--- src/scta_pkg.sv ---
// Package with the types, scancode constants and character tables of the scancode decoder.
`timescale 1ns / 1ps

package scta_pkg;

  localparam int KEY_COUNT = 58;
  localparam int KEY_IDX_W = $clog2(KEY_COUNT);

  localparam int CODE_W  = 8;
  localparam int CHAR_W  = 7;
  localparam int EVENT_W = 2;
  localparam int MOD_W   = 3;

  localparam int IN_TDATA_W  = 8;
  localparam int OUT_TDATA_W = 16;

  localparam logic [CODE_W-1:0] RELEASE_BASE = 8'd128;

  localparam logic [CODE_W-1:0] SC_LSHIFT_MAKE  = 8'd42;
  localparam logic [CODE_W-1:0] SC_RSHIFT_MAKE  = 8'd54;
  localparam logic [CODE_W-1:0] SC_LCTRL_MAKE   = 8'd29;
  localparam logic [CODE_W-1:0] SC_LALT_MAKE    = 8'd56;
  localparam logic [CODE_W-1:0] SC_LSHIFT_BREAK = 8'd170;
  localparam logic [CODE_W-1:0] SC_RSHIFT_BREAK = 8'd182;
  localparam logic [CODE_W-1:0] SC_LCTRL_BREAK  = 8'd157;
  localparam logic [CODE_W-1:0] SC_LALT_BREAK   = 8'd184;

  localparam int MOD_SHIFT = 0;
  localparam int MOD_CTRL  = 1;
  localparam int MOD_ALT   = 2;

  localparam logic [EVENT_W-1:0] EV_NONE     = 2'd0;
  localparam logic [EVENT_W-1:0] EV_PRESSED  = 2'd1;
  localparam logic [EVENT_W-1:0] EV_RELEASED = 2'd2;

  typedef struct packed {
    logic [MOD_W-1:0]   modifier_bits;
    logic [EVENT_W-1:0] key_event;
    logic [CHAR_W-1:0]  ascii_char;
  } result_t;

  localparam logic [CHAR_W-1:0] PLAIN_ROM [KEY_COUNT] = '{
    7'h00, 7'h00, 7'h31, 7'h32, 7'h33, 7'h34, 7'h35, 7'h36, 7'h37, 7'h38,
    7'h39, 7'h30, 7'h2D, 7'h5E, 7'h08, 7'h09, 7'h71, 7'h77, 7'h65, 7'h72,
    7'h74, 7'h79, 7'h75, 7'h69, 7'h6F, 7'h70, 7'h40, 7'h5B, 7'h0A, 7'h00,
    7'h61, 7'h73, 7'h64, 7'h66, 7'h67, 7'h68, 7'h6A, 7'h6B, 7'h6C, 7'h3B,
    7'h3A, 7'h00, 7'h00, 7'h5D, 7'h7A, 7'h78, 7'h63, 7'h76, 7'h62, 7'h6E,
    7'h6D, 7'h2C, 7'h2E, 7'h2F, 7'h00, 7'h00, 7'h00, 7'h20
  };

  localparam logic [CHAR_W-1:0] SHIFT_ROM [KEY_COUNT] = '{
    7'h00, 7'h00, 7'h21, 7'h22, 7'h23, 7'h24, 7'h25, 7'h26, 7'h27, 7'h28,
    7'h29, 7'h00, 7'h3D, 7'h7E, 7'h00, 7'h00, 7'h51, 7'h57, 7'h45, 7'h52,
    7'h54, 7'h59, 7'h55, 7'h49, 7'h4F, 7'h50, 7'h60, 7'h7B, 7'h00, 7'h00,
    7'h41, 7'h53, 7'h44, 7'h46, 7'h47, 7'h48, 7'h4A, 7'h4B, 7'h4C, 7'h2B,
    7'h2A, 7'h00, 7'h00, 7'h7D, 7'h5A, 7'h58, 7'h43, 7'h56, 7'h42, 7'h4E,
    7'h4D, 7'h3C, 7'h3E, 7'h3F, 7'h00, 7'h00, 7'h00, 7'h00
  };

endpackage

--- src/scancode_to_ascii_decoder_core.sv ---
// Top level of the set-1 scancode to ASCII decoder with its stream interfaces.
`timescale 1ns / 1ps

// Decodes one set-1 scancode per transaction into a character, the last key event kind and
// the shift, ctrl and alt bits held after that code. The block takes a new transaction in
// every clock cycle while the master side is not stalled; a result is offered on the master
// side once its transaction has passed the input register and the result register. The
// modifier and event state is updated as a code moves from the input register through the
// table lookup into the result register, so codes are decoded strictly in arrival order.
// A stalled master side holds its result, and the slave side keeps accepting until both
// registers are full.

module scancode_to_ascii_decoder_core (
  input  logic                                clk,
  input  logic                                rst,
  input  logic                                s_tvalid,
  output logic                                s_tready,
  input  logic [scta_pkg::IN_TDATA_W-1:0]     s_tdata,   // [7:0] scan_code
  output logic                                m_tvalid,
  input  logic                                m_tready,
  output logic [scta_pkg::OUT_TDATA_W-1:0]    m_tdata    // [6:0] ascii_char, [8:7] key_event,
                                                         // [11:9] modifier_bits, [15:12] zero
);
  import scta_pkg::*;

  logic                in_valid;
  logic [CODE_W-1:0]   in_code;
  logic [MOD_W-1:0]    modifier_flags;
  logic [EVENT_W-1:0]  last_event_kind;
  result_t             lookup_res;
  result_t             out_res;
  logic                out_free;
  logic                advance;

  assign out_free = !m_tvalid || m_tready;
  assign advance  = in_valid && out_free;
  assign s_tready = !in_valid || advance;

  scta_lookup u_lookup (
    .code       (in_code),
    .flags      (modifier_flags),
    .last_event (last_event_kind),
    .res        (lookup_res)
  );

  always_ff @(posedge clk) begin
    if (rst) begin
      in_valid <= 1'b0;
    end else if (s_tready) begin
      in_valid <= s_tvalid;
    end
  end

  always_ff @(posedge clk) begin
    if (s_tvalid && s_tready) begin
      in_code <= s_tdata[CODE_W-1:0];
    end
  end

  always_ff @(posedge clk) begin
    if (rst) begin
      modifier_flags  <= '0;
      last_event_kind <= EV_NONE;
      m_tvalid        <= 1'b0;
    end else begin
      if (advance) begin
        modifier_flags  <= lookup_res.modifier_bits;
        last_event_kind <= lookup_res.key_event;
      end
      if (out_free) begin
        m_tvalid <= in_valid;
      end
    end
  end

  always_ff @(posedge clk) begin
    if (advance) begin
      out_res <= lookup_res;
    end
  end

  assign m_tdata = {(OUT_TDATA_W - $bits(result_t))'(0), out_res};

endmodule

--- src/scta_lookup.sv ---
// Combinational decode of one scancode against the current modifier and event state.
`timescale 1ns / 1ps

module scta_lookup (
  input  logic [scta_pkg::CODE_W-1:0]  code,
  input  logic [scta_pkg::MOD_W-1:0]   flags,
  input  logic [scta_pkg::EVENT_W-1:0] last_event,
  output scta_pkg::result_t            res
);
  import scta_pkg::*;

  logic                 is_press;
  logic                 is_release;
  logic [KEY_IDX_W-1:0] key_idx;
  logic [CHAR_W-1:0]    rom_char;

  // Releases differ from presses only in bit 7, so the low bits index both tables.
  assign is_press   = (code < CODE_W'(KEY_COUNT));
  assign is_release = (code >= RELEASE_BASE) && (code < RELEASE_BASE + CODE_W'(KEY_COUNT));
  assign key_idx    = code[KEY_IDX_W-1:0];
  assign rom_char   = flags[MOD_SHIFT] ? SHIFT_ROM[key_idx] : PLAIN_ROM[key_idx];

  always_comb begin
    res.ascii_char    = '0;
    res.key_event     = last_event;
    res.modifier_bits = flags;
    unique case (code) inside
      SC_LSHIFT_MAKE, SC_RSHIFT_MAKE: begin
        res.modifier_bits[MOD_SHIFT] = 1'b1;
      end
      SC_LCTRL_MAKE: begin
        res.modifier_bits[MOD_CTRL] = 1'b1;
      end
      SC_LALT_MAKE: begin
        res.modifier_bits[MOD_ALT] = 1'b1;
      end
      SC_LSHIFT_BREAK, SC_RSHIFT_BREAK: begin
        res.modifier_bits[MOD_SHIFT] = 1'b0;
      end
      SC_LCTRL_BREAK: begin
        res.modifier_bits[MOD_CTRL] = 1'b0;
      end
      SC_LALT_BREAK: begin
        res.modifier_bits[MOD_ALT] = 1'b0;
      end
      default: begin
        if (is_press) begin
          res.key_event  = EV_PRESSED;
          res.ascii_char = rom_char;
        end else if (is_release) begin
          res.key_event  = EV_RELEASED;
          res.ascii_char = rom_char;
        end
      end
    endcase
  end

endmodule

--- config.mk ---
export PLATFORM = sky130hd
export DESIGN_NAME = scancode_to_ascii_decoder_core
export DESIGN_NICKNAME = d
export VERILOG_FILES = /design/src/scta_pkg.sv /design/src/scancode_to_ascii_decoder_core.sv /design/src/scta_lookup.sv
export SDC_FILE = /design/constraint.sdc
export NUM_CORES = 1
export LEC_CHECK = 0
export BUFFER_PORTS_ARGS = -buffer_cell sky130_fd_sc_hd__buf_2
export CORE_ASPECT_RATIO = 0.6
export CORE_MARGIN = 1.5
export CORE_UTILIZATION = 35
export CTS_BUF_LIST = sky130_fd_sc_hd__clkbuf_8
export DETAILED_ROUTE_END_ITERATION = 12
export PLACE_DENSITY = 0.61
export REMOVE_ABC_BUFFERS = 1
export SLEW_MARGIN = 30
export SYNTH_ARGS = -nofsm -noshare
export SYNTH_HDL_FRONTEND = slang
export SYNTH_SLANG_ARGS = --single-unit
--- constraint.sdc ---
create_clock -name clk -period 2.2 [get_ports clk]
set_input_delay 0.44 -clock clk [delete_from_list [all_inputs] [get_ports clk]]
set_output_delay 0.44 -clock clk [all_outputs]
set_load 0.03 [all_outputs]
# Word-level counts from Yosys, hierarchy flattened
# Memory sizes are Yosys's and may differ from the RTL's.
# Index checks and enable logic that the tools add are counted.
[op_classes] reduce_logical=10 bitwise_logic=1 eq_ne=8 mux=11 order_cmp=4
[ops] operator="$mux 7" count=5
[ops] operator="$eq 8x8->1 const B" count=4
[ops] operator="$mux 9" count=3
[ops] operator="$eq 8x6->1 const B" count=3
[ops] operator="$eq 8x5->1 const B" count=1
[ops] operator="$ge 8x8->1 const B" count=1
[ops] operator="$lt 8x6->1 const B" count=1
[ops] operator="$lt 8x8->1 const B" count=1
[ops] operator="$reduce_or 8->1" count=1
[ops] operator="$ge 7x7->1 const B" count=1
[ops] operator="$not 6->7" count=1
[ops] operator="$pmux 1 s2" count=3
[ops] operator="$reduce_or 2->1" count=2
[ops] operator="$logic_and 1x1->1" count=3
[ops] operator="$logic_not 1->1" count=2
[ops] operator="$logic_or 1x1->1" count=2
[totals] elab_cells=44 mem_count=2 out_inout_bits=18 register_bits=27 rom_bits=896 input_bits=12
[mem_list] memory="(name not given)" words=64 word_bits=7 rd=1 rd_ports_with_merged_regs=0 write_ports=0 line="scta_lookup.sv:21" text="assign rom_char = flags[MOD_SHIFT] ? SHIFT_ROM[key_idx] : PLAIN_ROM[key_idx];"
[mem_list] memory="(name not given)" words=64 word_bits=7 rd=1 rd_ports_with_merged_regs=0 write_ports=0 line="scta_lookup.sv:21"

# Longest topological paths before layout
# Gate-level depths: netlist of the first run.
[depth] depth_word=8 mapped_depth=9 depth_no_buf=7

# Cells and area by module
# A second synthesis of the first run with hierarchy kept.
[hier_totals] hier_cells=227 hier_area_um2=2042.0
[by_module_without_submodules] mod="scta_lookup" area_each_um2=1092.3 instances=1 cells_each=170 seq_area_each_um2=0.0
[by_module_without_submodules] mod="scancode_to_ascii_decoder_core" area_each_um2=949.7 instances=1 cells_each=57 seq_area_each_um2=740.7

# Worst setup path before layout of the first run
# No wires, ideal clock.
[synth_timing] path_type="register to register" start="register in_code[1]" end="register out_res (netlist bit m_tdata[0]), data pin" path_stages_with_launch=9 required_time_ns=2.010 setup_time_ns=0.190 path_buffers=2 setup_slack_ns=-0.154 synth_period_minus_slack_ns=2.354 t_arrival_ns=2.164 cell_sequence="edfxtp_1 > buf_4 > inv_1 > ha_1 > buf_2 > nor2_2 > a21oi_1 > mux4_1 > a2111oi_2"
[synth_via] elab_chain_len=7 word_cells_on_any_way=23 classes_between="order compare: 3; eq/ne: 8; mux: 7; bitwise: 1; reduce/logical: 2; memory: 2"
[synth_lines] item="start, declared" line="scancode_to_ascii_decoder_core.sv:27" text="logic [CODE_W-1:0] in_code;"
[synth_lines] item="start signal, assigned" line="scancode_to_ascii_decoder_core.sv:56" text="in_code <= s_tdata[CODE_W-1:0];"
[synth_lines] item="$not 6->7 (implied by the code)" line="scta_lookup.sv:21"
[synth_lines] item="$mem_v2 64x7"
[synth_lines] item="$mux 7 (implied by the code) (2 in a row)" line="scta_lookup.sv:21"
[synth_lines] item="$mux 7" line="scta_lookup.sv:21"
[synth_lines] item="$mux 9" line="scta_lookup.sv:50" text="end else if (is_release) begin"
[synth_lines] item="$mux 9" line="scta_lookup.sv:47" text="if (is_press) begin"
[synth_lines] item="end signal, assigned" line="scancode_to_ascii_decoder_core.sv:78" text="out_res <= lookup_res;"
[synth_lines] item="end, declared" line="scancode_to_ascii_decoder_core.sv:31" text="result_t out_res;"
# Parallel ways exist; a longest one is shown, timed or not. The select of a mux whose other input is x is not followed.
# A chain may end at the register's enable or synchronous reset.

# Worst setup path in the final report of the first run
[layout_timing] start="register in_code[1]" end="register out_res (netlist bit m_tdata[1]), data pin"
# Same word-level chain as after synthesis.

==> summary.md, run 1 <==
| Metric | Value |
|---|---|
| Adder-Cell Fraction of Synth Area | `7.20%` |
| Standard-cell rows | `21` |
| Predominant post-synthesis flop cell | `edfxtp_1` |
| Endpoints failing setup | `0` |
| Largest net degree at the start of global routing | `36` |
| Top post-synthesis cells by count | `a21oi_1 (20), edfxtp_1 (20), nor2_1 (16)` |
| Yosys cell types | `54` |
| Critical Path Sink Type | `flip-flop` |
| Worst-Margin Slew | `0.518 ns` |
| Largest family of logic cells by synthesized area | `compound AO/OA/AOI/OAI gates` |
| Worst hold path type | `input pin to flip-flop` |
| Dpl cell area | `2370 um^2` |
| Flop-to-flop setup slack | `0.10 ns` |
| Switching Power | `369 uW` |
| DRT Pass-1 Iters | `5` |
| Share of post-route cells with drive strength above 1 | `27.6%` |
| Die H | `62.8 um` |
| # DRC | `0` |
| RSZ-0062 raised after global routing | `yes` |
| Slew margin rel. | `65.4%` |
| Critical Path Start Type | `flip-flop` |
| Final clock skew | `0.0116 ns` |
| GR Overflow Total | `0` |
| Depth of the worst register-to-register path | `7` |
| Synth top area share | `28.8%` |
| Launching point of the worst reg2reg path | `in_code[1]` |
| Port Buffers | `25` |
| Htree depth | `1` |
| CP required | `2.32 ns` |
| Critical path origin | `in_code[1]` |
| Xor/xnor share of the synthesized area | `0%` |
| Post-Syn Area | `2090 um^2` |
| # diodes | `0` |
| CTS root buf | `clkbuf_8` |
| Power Internal | `833 uW` |
| Initial antenna violation count | `0` |
| Hold path depth | `1` |
| Pins over their slew limit | `0` |
| Post-synthesis register bit count | `27` |
| Dpl cells | `322` |
| Starting Density | `36.9%` |
| Tot GR Track Use | `17.1%` |
| Area grow syn2layout | `16.7%` |
| Core box area | `5650 um^2` |
| Setup Crit Path Kind | `flip-flop to flip-flop` |
| DR vias/cell | `5.43` |
| Clock transition at path regs | `0.09 ns` |
| Num CTS Buffers | `3` |
| Nets | `271` |
| MaxCap Viol Count | `0` |
| Seq/Total Area, Yosys | `35.5%` |
| Comb pwr share | `27.3%` |
| Post-synthesis simple-gate area fraction | `18.0%` |
| Synth area leaders | `edfxtp_1 (29%), ha_1 (7.2%), dfxtp_1 (6.7%)` |
| Crit path arrival time | `2.21 ns` |
| Antenna Violating Nets Remaining | `0` |
| Via count | `1771` |
| CTS sink count | `27` |
| Fin crit share | `95.4%` |
| P per Cell Area | `494 nW/um^2` |
| Buffer depth of the longest clock path | `2` |
| Leak Pwr | `0.000964 uW` |
| Syn avg cell area | `9.66 um^2` |
| WL/cell | `15.9 um` |
| Reg power frac | `49.6%` |
| First-pass GRT wire length | `8.49 mm` |
| Clock share of power | `23.0%` |
| Synth warn | `0` |
| Final Hold Fails | `0` |
| Yosys top cell by area | `edfxtp_1` |
| Final Non-Filler Cells | `326` |
| Worst skew pair latency | `0.28 ns` |
| Run status | `finished, final reports clean` |
| CTS tree | `built` |
| Fin Setup TNS | `0 ns` |
| Hold_sp | `s_tdata[7]` |
| DR iter-0 viols | `162` |
| Switching part of the total | `30.7%` |
| EDFF count, synth | `20` |
| Width of the die | `103 um` |
| Final min period | `2.10 ns` |
| Post-Syn Instances | `216` |
| Critical path peak fanout | `15` |
| Hold Worst Slack | `0.339 ns` |
| Fmax | `477 MHz` |
| Hold Buf Count CTS | `0` |
| Total power | `1200 uW` |
| Vias in the first global route | `1615` |
| Post-synthesis mux area share | `8.46%` |
| Total Routed Length | `5.19 mm` |
| IO Count | `30` |
| Gpl congestion | `0.972` |
| Fin area | `2430 um^2` |
| Dpl hpwl | `3.95 mm` |
| Die area | `6450 um^2` |
| Compound-Gate Fraction of Synth Area | `21.8%` |
| Maximum VDD drop | `317 uV` |
| Ys async rst share | `0%` |
## timing repair
item                                    in CTS  in global routing
resized for setup                            0                  7
setup buffers                                0                  0
endpoints found under the setup margin       0                  5
## power groups by stage
| stage | clock network (uW) | logic [uW] | registers (uW) |
|---|---|---|---|
| after global placement | 0 | 317 | 607 |
| after detailed placement | 0 | 319 | 607 |
| after global routing | 306 | 356 | 600 |
| after floorplan | 0 | 163 | 649 |
| final | 277 | 328 | 596 |
| after CTS | 286 | 319 | 596 |
## sequential cells by signal, indices dropped and copies added, names as in the netlist
signal and count:
last_event_kind 2, m_tvalid 1, m_tdata 12, modifier_flags 3
in_code 8, in_valid 1
## critical path, cell delays in order (launching register included)
cell	delay [ns]
edfxtp_1	0.45
buf_12	0.18
ha_1	0.26
nor4bb_1	0.18
a32oi_2	0.19
buf_4	0.16
nand4_4	0.19
nor4_2	0.31
## stage by stage
| step | setup slack [ns] | util (%) |
|---|---|---|
| CTS | 0.0423 | 42.7 |
| floorplan | -0.133 | - |
| detailed placement | 0.0703 | 41.9 |
| global placement | 0.0998 | 41.9 |
| global route | 0.00122 | 43.1 |
| finish | 0.102 | 43.1 |
## per-layer routing
metal  track usage (%)  routed length, um
met1              26.3               2610
met2              22.9               2060
met3              5.59                477
met4              3.42                 42
met5                 0                  0
## cells in the final DEF, fill, tap and decap left out, types with 2 or more instances in the layout
master,synthesis,layout
a211oi_1,8,7
a21o_1,2,2
a21oi_1,20,19
a311oi_1,3,3
a31oi_1,3,3
and2_1,2,2
buf_12,0,3
buf_2,6,25
buf_4,7,16
clkbuf_8,0,3
conb_1,1,4
dfxtp_1,7,7
edfxtp_1,20,20
ha_1,12,12
inv_1,11,10
inv_2,1,3
mux2i_1,9,9
mux4_2,2,2
nand2_1,9,9
nand2b_1,4,4
nand3_1,3,3
nor2_1,16,16
nor2b_1,9,9
nor3_1,5,4
o211ai_1,4,4
o21ai_0,13,13
o221a_2,2,2
o221ai_1,2,2
o311ai_0,2,2
## final timing paths
kind | to
max | m_tdata[1]
min | in_code[7]
max reg2reg | m_tdata[1]
min reg2reg | last_event_kind[1]
## cell type report
type / instances / area (um^2)
Clock buffer: 3 / 41.3
Tap cell: 80 / 100
Inverter: 13 / 48.8
Sequential cell: 27 / 741
Clock inverter: 1 / 3.75
Fill cell: 553 / 3220
Multi-Input combinational cell: 158 / 1190
Timing Repair Buffer: 44 / 305
## kinds of logic after synthesis
kind of cell | after synthesis
mux | 13
fa+ha+maj | 12
simple gates | 62
compound gates | 67
buf+inv | 34
flops | 27
other cells | 1
(Power assumes the default switching activity.)
==> run 2, diff against run 1 <==
Settings changed: GPL_TIMING_DRIVEN from default to 0.
==> run 2 against run 1 <==
  * Worst hold slack got worse by 0.0042 ns
  * Critical path type unchanged
  * Largest cell class unchanged
  * Die area did not move
  * Largest power group unchanged
  * Global-route usage rose by 0.47 points
  * Clock power barely moved
==> summary.md, run 2 (synthesis results as in run 1) <==
| Metric | Value |
|---|---|
| Run status | `finished, final reports clean` |
| Antenna Violating Nets Remaining | `0` |
| Max reg flops | `12` |
| CP top delay family | `simple AND/OR/NAND/NOR gates` |
| Dpl cell area | `2220 um^2` |
| Switching part of the total | `31.1%` |
| Leak Pwr | `0.000981 uW` |
| Fin area | `2510 um^2` |
| Port Buffers | `25` |
| Register Area | `741 um^2` |
| GR Overflow Total | `0` |
| Hold_sp | `s_tdata[5]` |
| Worst skew pair latency | `0.27 ns` |
| Endpoints failing setup | `0` |
| DRT Pass-1 Iters | `4` |
| Maximum VDD drop | `328 uV` |
| Reg2Reg Capture Point | `m_tdata[8]` |
| Final clock skew | `0.00350 ns` |
| Comb pwr share | `28.4%` |
| Reg power frac | `48.8%` |
| Htree depth | `1` |
| Met1 usage | `27.9%` |
| First-pass GRT wire length | `8.62 mm` |
| Die H | `62.8 um` |
| Standard-cell rows | `21` |
| Slew margin rel. | `58.2%` |
| Worst path slowest cell | `edfxtp_1` |
| Vias in the first global route | `1638` |
| Fin crit share | `98.3%` |
| Power Internal | `843 uW` |
| WL/cell | `16.7 um` |
| Dpl hpwl | `3.47 mm` |
| Via count | `1862` |
| Setup Crit Path Kind | `flip-flop to flip-flop` |
| Tot GR Track Use | `17.6%` |
| Share of post-route cells with drive strength above 1 | `32.4%` |
| Critical Path Start Type | `flip-flop` |
| Num CTS Buffers | `3` |
| Critical path peak fanout | `5` |
| # diodes | `0` |
| Layout fillers | `545` |
| Final core utilization | `44.5%` |
| IO Count | `30` |
| Clock share of power | `22.7%` |
| Multi-input logic area | `1250 um^2` |
| Fmax | `462 MHz` |
| Nets | `278` |
| Clock transition at path regs | `0.09 ns` |
| Hold path depth | `1` |
| Critical-path cell list | `inv_4 > buf_4 > ha_1 > and4b_1 > a21oi_4 > and4_4 > mux2_4` |
| GRT met2 Usage | `23.3%` |
| GR met3 Demand/Resource | `3.91%` |
| Die area | `6450 um^2` |
| Area grow syn2layout | `20.6%` |
| Gpl congestion | `0.835` |
| Final min period | `2.16 ns` |
| Width of the die | `103 um` |
| CP required | `2.23 ns` |
| Crit-path max cell delay | `0.45 ns` |
| Flop-to-flop setup slack | `0.04 ns` |
| Largest net degree at the start of global routing | `25` |
| CTS tree | `built` |
| Most frequent cells in the layout | `buf_2 (26), edfxtp_1 (20), buf_4 (20)` |
| Total Routed Length | `5.56 mm` |
| Gr busiest metal | `met1` |
| Worst-Margin Slew | `0.623 ns` |
| Depth of the worst register-to-register path | `7` |
| Worst hold path type | `input pin to flip-flop` |
| CTS sink count | `27` |
| MaxCap Viol Count | `0` |
| Critical Path Sink Type | `flip-flop` |
| DR iter-0 viols | `158` |
| Initial antenna violation count | `0` |
| Critical path origin | `in_code[1]` |
| P per Cell Area | `486 nW/um^2` |
| Starting Density | `36.9%` |
| Crit path arrival time | `2.19 ns` |
| Launching point of the worst reg2reg path | `in_code[1]` |
| # DRC | `0` |
| CTS root buf | `clkbuf_8` |
| Commonest non-fill, non-tap cell in the layout | `buf_2` |
| Buffer depth of the longest clock path | `2` |
| Final Hold Fails | `0` |
| CP bufs+invs | `2` |
| Hold Buf Count CTS | `0` |
| Core box area | `5650 um^2` |
| Pins over their slew limit | `0` |
| Hold endpoint | `in_code[5]` |
| Switching Power | `380 uW` |
| DR vias/cell | `5.59` |
## run 2: power groups by stage
stage	clock, uW	sequential [uW]	combinational (uW)
4_1_cts	287	599	305
6_report	278	597	348
3_3_place_gp	0	640	247
2_1_floorplan	0	649	163
5_1_grt	318	599	377
3_5_place_dp	0	628	266
## run 2: repair_timing
action                                  CTS  global route
gates cloned                              0             1
endpoints found under the setup margin   12             7
setup buffers                             7            15
gates resized for setup                   9             8
pin swaps                                 2             5
## run 2: stage by stage
stage | worst slack [ns] | hold WS, ns | std cells | total power (uW) | setup TNS, ns
2_1_floorplan | -0.133 | 0.447 | 198 | 811 | -0.201
3_3_place_gp | -0.638 | 0.466 | 303 | 887 | -5.44
3_5_place_dp | -0.610 | 0.485 | 306 | 894 | -4.45
4_1_cts | -0.0193 | 0.328 | 317 | 1190 | -0.0340
5_1_grt | -0.00770 | 0.311 | 333 | 1290 | -0.00770
6_report | 0.0377 | 0.335 | 333 | 1220 | 0
## run 2: worst max path at each step
stage	to	cells after the start
finish	m_tdata[8]	7
global route	modifier_flags[0]	9
CTS	m_tdata[8]	6
detailed placement	m_tdata[0]	6
global placement	m_tdata[0]	6
floorplan	m_tdata[0]	6
## run 2: cell type report
class / count / area share, %
tap: 80 / 3.98
clock buffer: 3 / 1.64
clock inverter: 1 / 0.199
inverter: 13 / 2.04
timing repair buffer: 50 / 13.1
sequential: 27 / 29.5
multi-input combinational: 159 / 49.6
## run 2: metal layers
layer	wire length, um	vias to the layer above	part of all wire, %
li1	-	877	-
met1	2550	880	46
met2	2380	97	43
met3	572	8	10
met4	61	0	1.1
met5	0	-	0
==> run 3, diff against run 2 <==
==> constraint.sdc (replaced) <==
create_clock -name clk -period 2.2 [get_ports clk]
set_input_delay 0.11 -clock clk [delete_from_list [all_inputs] [get_ports clk]]
set_output_delay 0.11 -clock clk [all_outputs]
set_load 0.03 [all_outputs]
==> run 3 against run 2 <==
  * Power grew 0.77%
  * Via count grew 1.5%
  * Largest cell class unchanged
  * Count of clock-buffer cells in the layout is the same
  * Global-route usage is the same
  * Clock skew shrank 0.00070 ns
  * Design area grew 2.8%
  * Critical path depth is the same
  * Largest power group unchanged
==> summary.md, run 3 (synthesis results as in run 1) <==
| Metric | Value |
|---|---|
| Run status | `finished, final reports clean` |
| WP depth | `7` |
| Final Non-Filler Cells | `340` |
| Fin crit share | `97.7%` |
| Critical path peak fanout | `5` |
| Clock transition at path regs | `0.09 ns` |
| Die area | `6450 um^2` |
| DR iter-0 viols | `161` |
| Flop-to-flop setup slack | `0.05 ns` |
| Maximum VDD drop | `334 uV` |
| First-pass GRT wire length | `8.62 mm` |
| # diodes | `0` |
| Htree depth | `1` |
| Nets | `285` |
| Fin Setup TNS | `0 ns` |
| Endpoints failing setup | `0` |
| Pins over their slew limit | `0` |
| Core box area | `5650 um^2` |
| # DRC | `0` |
| Launching point of the worst reg2reg path | `in_code[1]` |
| Final core utilization | `45.8%` |
| Width of the die | `103 um` |
| Worst path slowest cell | `edfxtp_1` |
| GR Overflow Total | `0` |
| Num CTS Buffers | `3` |
| Leak Pwr | `0.00101 uW` |
| Reg2Reg Capture Point | `m_tdata[8]` |
| CP bufs+invs | `2` |
| Commonest non-fill, non-tap cell in the layout | `buf_2` |
| Crit-path max cell delay | `0.45 ns` |
| Hold_sp | `s_tdata[0]` |
| Via count | `1890` |
| Die H | `62.8 um` |
| P per Cell Area | `477 nW/um^2` |
| Total power | `1230 uW` |
| MaxCap Viol Count | `0` |
| CTS sink count | `27` |
| Worst skew pair latency | `0.27 ns` |
| Total Routed Length | `5.65 mm` |
| Crit path arrival time | `2.18 ns` |
| Critical-path cell list | `inv_4 > buf_4 > ha_1 > and4b_1 > a21oi_4 > and4_4 > mux2_4` |
| Dpl hpwl | `3.47 mm` |
| Layout fillers | `537` |
| Largest net degree at the start of global routing | `25` |
| CTS root buf | `clkbuf_8` |
| Standard-cell rows | `21` |
| Dpl cells | `306` |
| Final clock skew | `0.00280 ns` |
| Slew margin rel. | `58.2%` |
| Critical path origin | `in_code[1]` |
| Max reg flops | `12` |
| CP top delay family | `simple AND/OR/NAND/NOR gates` |
| Setup Crit Path Kind | `flip-flop to flip-flop` |
| Worst hold path type | `input pin to flip-flop` |
| WL/cell | `16.6 um` |
| Antenna Violating Nets Remaining | `0` |
| Initial antenna violation count | `0` |
| Fmax | `465 MHz` |
| DR vias/cell | `5.56` |
| Critical Path Sink Type | `flip-flop` |
| Area grow syn2layout | `23.9%` |
| Share of post-route cells with drive strength above 1 | `31.5%` |
| Gpl congestion | `0.835` |
| IO Count | `30` |
| Vias in the first global route | `1638` |
| Buffer depth of the longest clock path | `2` |
| Final min period | `2.15 ns` |
| CP Capture Point | `m_tdata[8]` |
| Worst-Margin Slew | `0.623 ns` |
| CP required | `2.23 ns` |
| Critical Path Start Type | `flip-flop` |
| Tot GR Track Use | `17.6%` |
| CTS tree | `built` |
| Most frequent cells in the layout | `buf_2 (26), edfxtp_1 (20), buf_4 (20)` |
| Starting Density | `36.9%` |
| DRT Pass-1 Iters | `4` |
| Hold Worst Slack | `0.0204 ns` |
| Final Hold Fails | `0` |
| Depth of the worst register-to-register path | `7` |
| Port Buffers | `25` |
-- run 3: worst min-delay path by stage --
stage / cells past startpoint / to / slack, ns
3_5_place_dp: 1 / in_code[5] / 0.29
6_report: 1 / in_code[0] / 0.02
2_1_floorplan: 1 / last_event_kind[1] / 0.18
3_3_place_gp: 1 / in_code[1] / 0.29
5_1_grt: 1 / in_code[0] / 0.005
4_1_cts: 1 / in_code[3] / 0.0008
-- run 3: power breakdown --
| group | switching, uW | internal [uW] |
|---|---|---|
| combinational | 208 | 149 |
| sequential | 21.7 | 575 |
| clock | 151 | 127 |
| total | 381 | 851 |
-- run 3: cell type report --
cell class | count | area [um^2] | area share, %
sequential | 27 | 741 | 28.7
clock buffer | 3 | 41.3 | 1.60
inverter | 13 | 51.3 | 1.98
clock inverter | 1 | 5.00 | 0.194
timing repair buffer | 57 | 399 | 15.4
tap | 80 | 100 | 3.87
multi-input combinational | 159 | 1250 | 48.3
-- run 3: layer usage --
| layer | global-route usage, % | up-vias | routed length (um) |
|---|---|---|---|
| met1 | 27.9 | 916 | 2680 |
| met4 | 4.62 | 0 | 48 |
| met3 | 3.91 | 6 | 428 |
| met5 | 0 | - | 0 |
| met2 | 23.3 | 79 | 2490 |
| li1 | - | 889 | - |
-- run 3: repair_timing --
action / in CTS / in global routing
setup buffers: 7 / 15
gates resized for setup: 9 / 8
gates cloned: 0 / 1
hold endpoints to repair: 2 / 5
setup endpoints to repair: 12 / 7
hold buffers: 2 / 5
pin swaps: 2 / 5
-- run 3: metrics by stage --
| step | area (um^2) | setup WS [ns] |
|---|---|---|
| 2_1_floorplan | 1960 | -0.133 |
| 3_3_place_gp | 2190 | -0.638 |
| 3_5_place_dp | 2220 | -0.610 |
| 4_1_cts | 2370 | -0.0193 |
| 5_1_grt | 2580 | -0.00770 |
| 6_report | 2580 | 0.0504 |
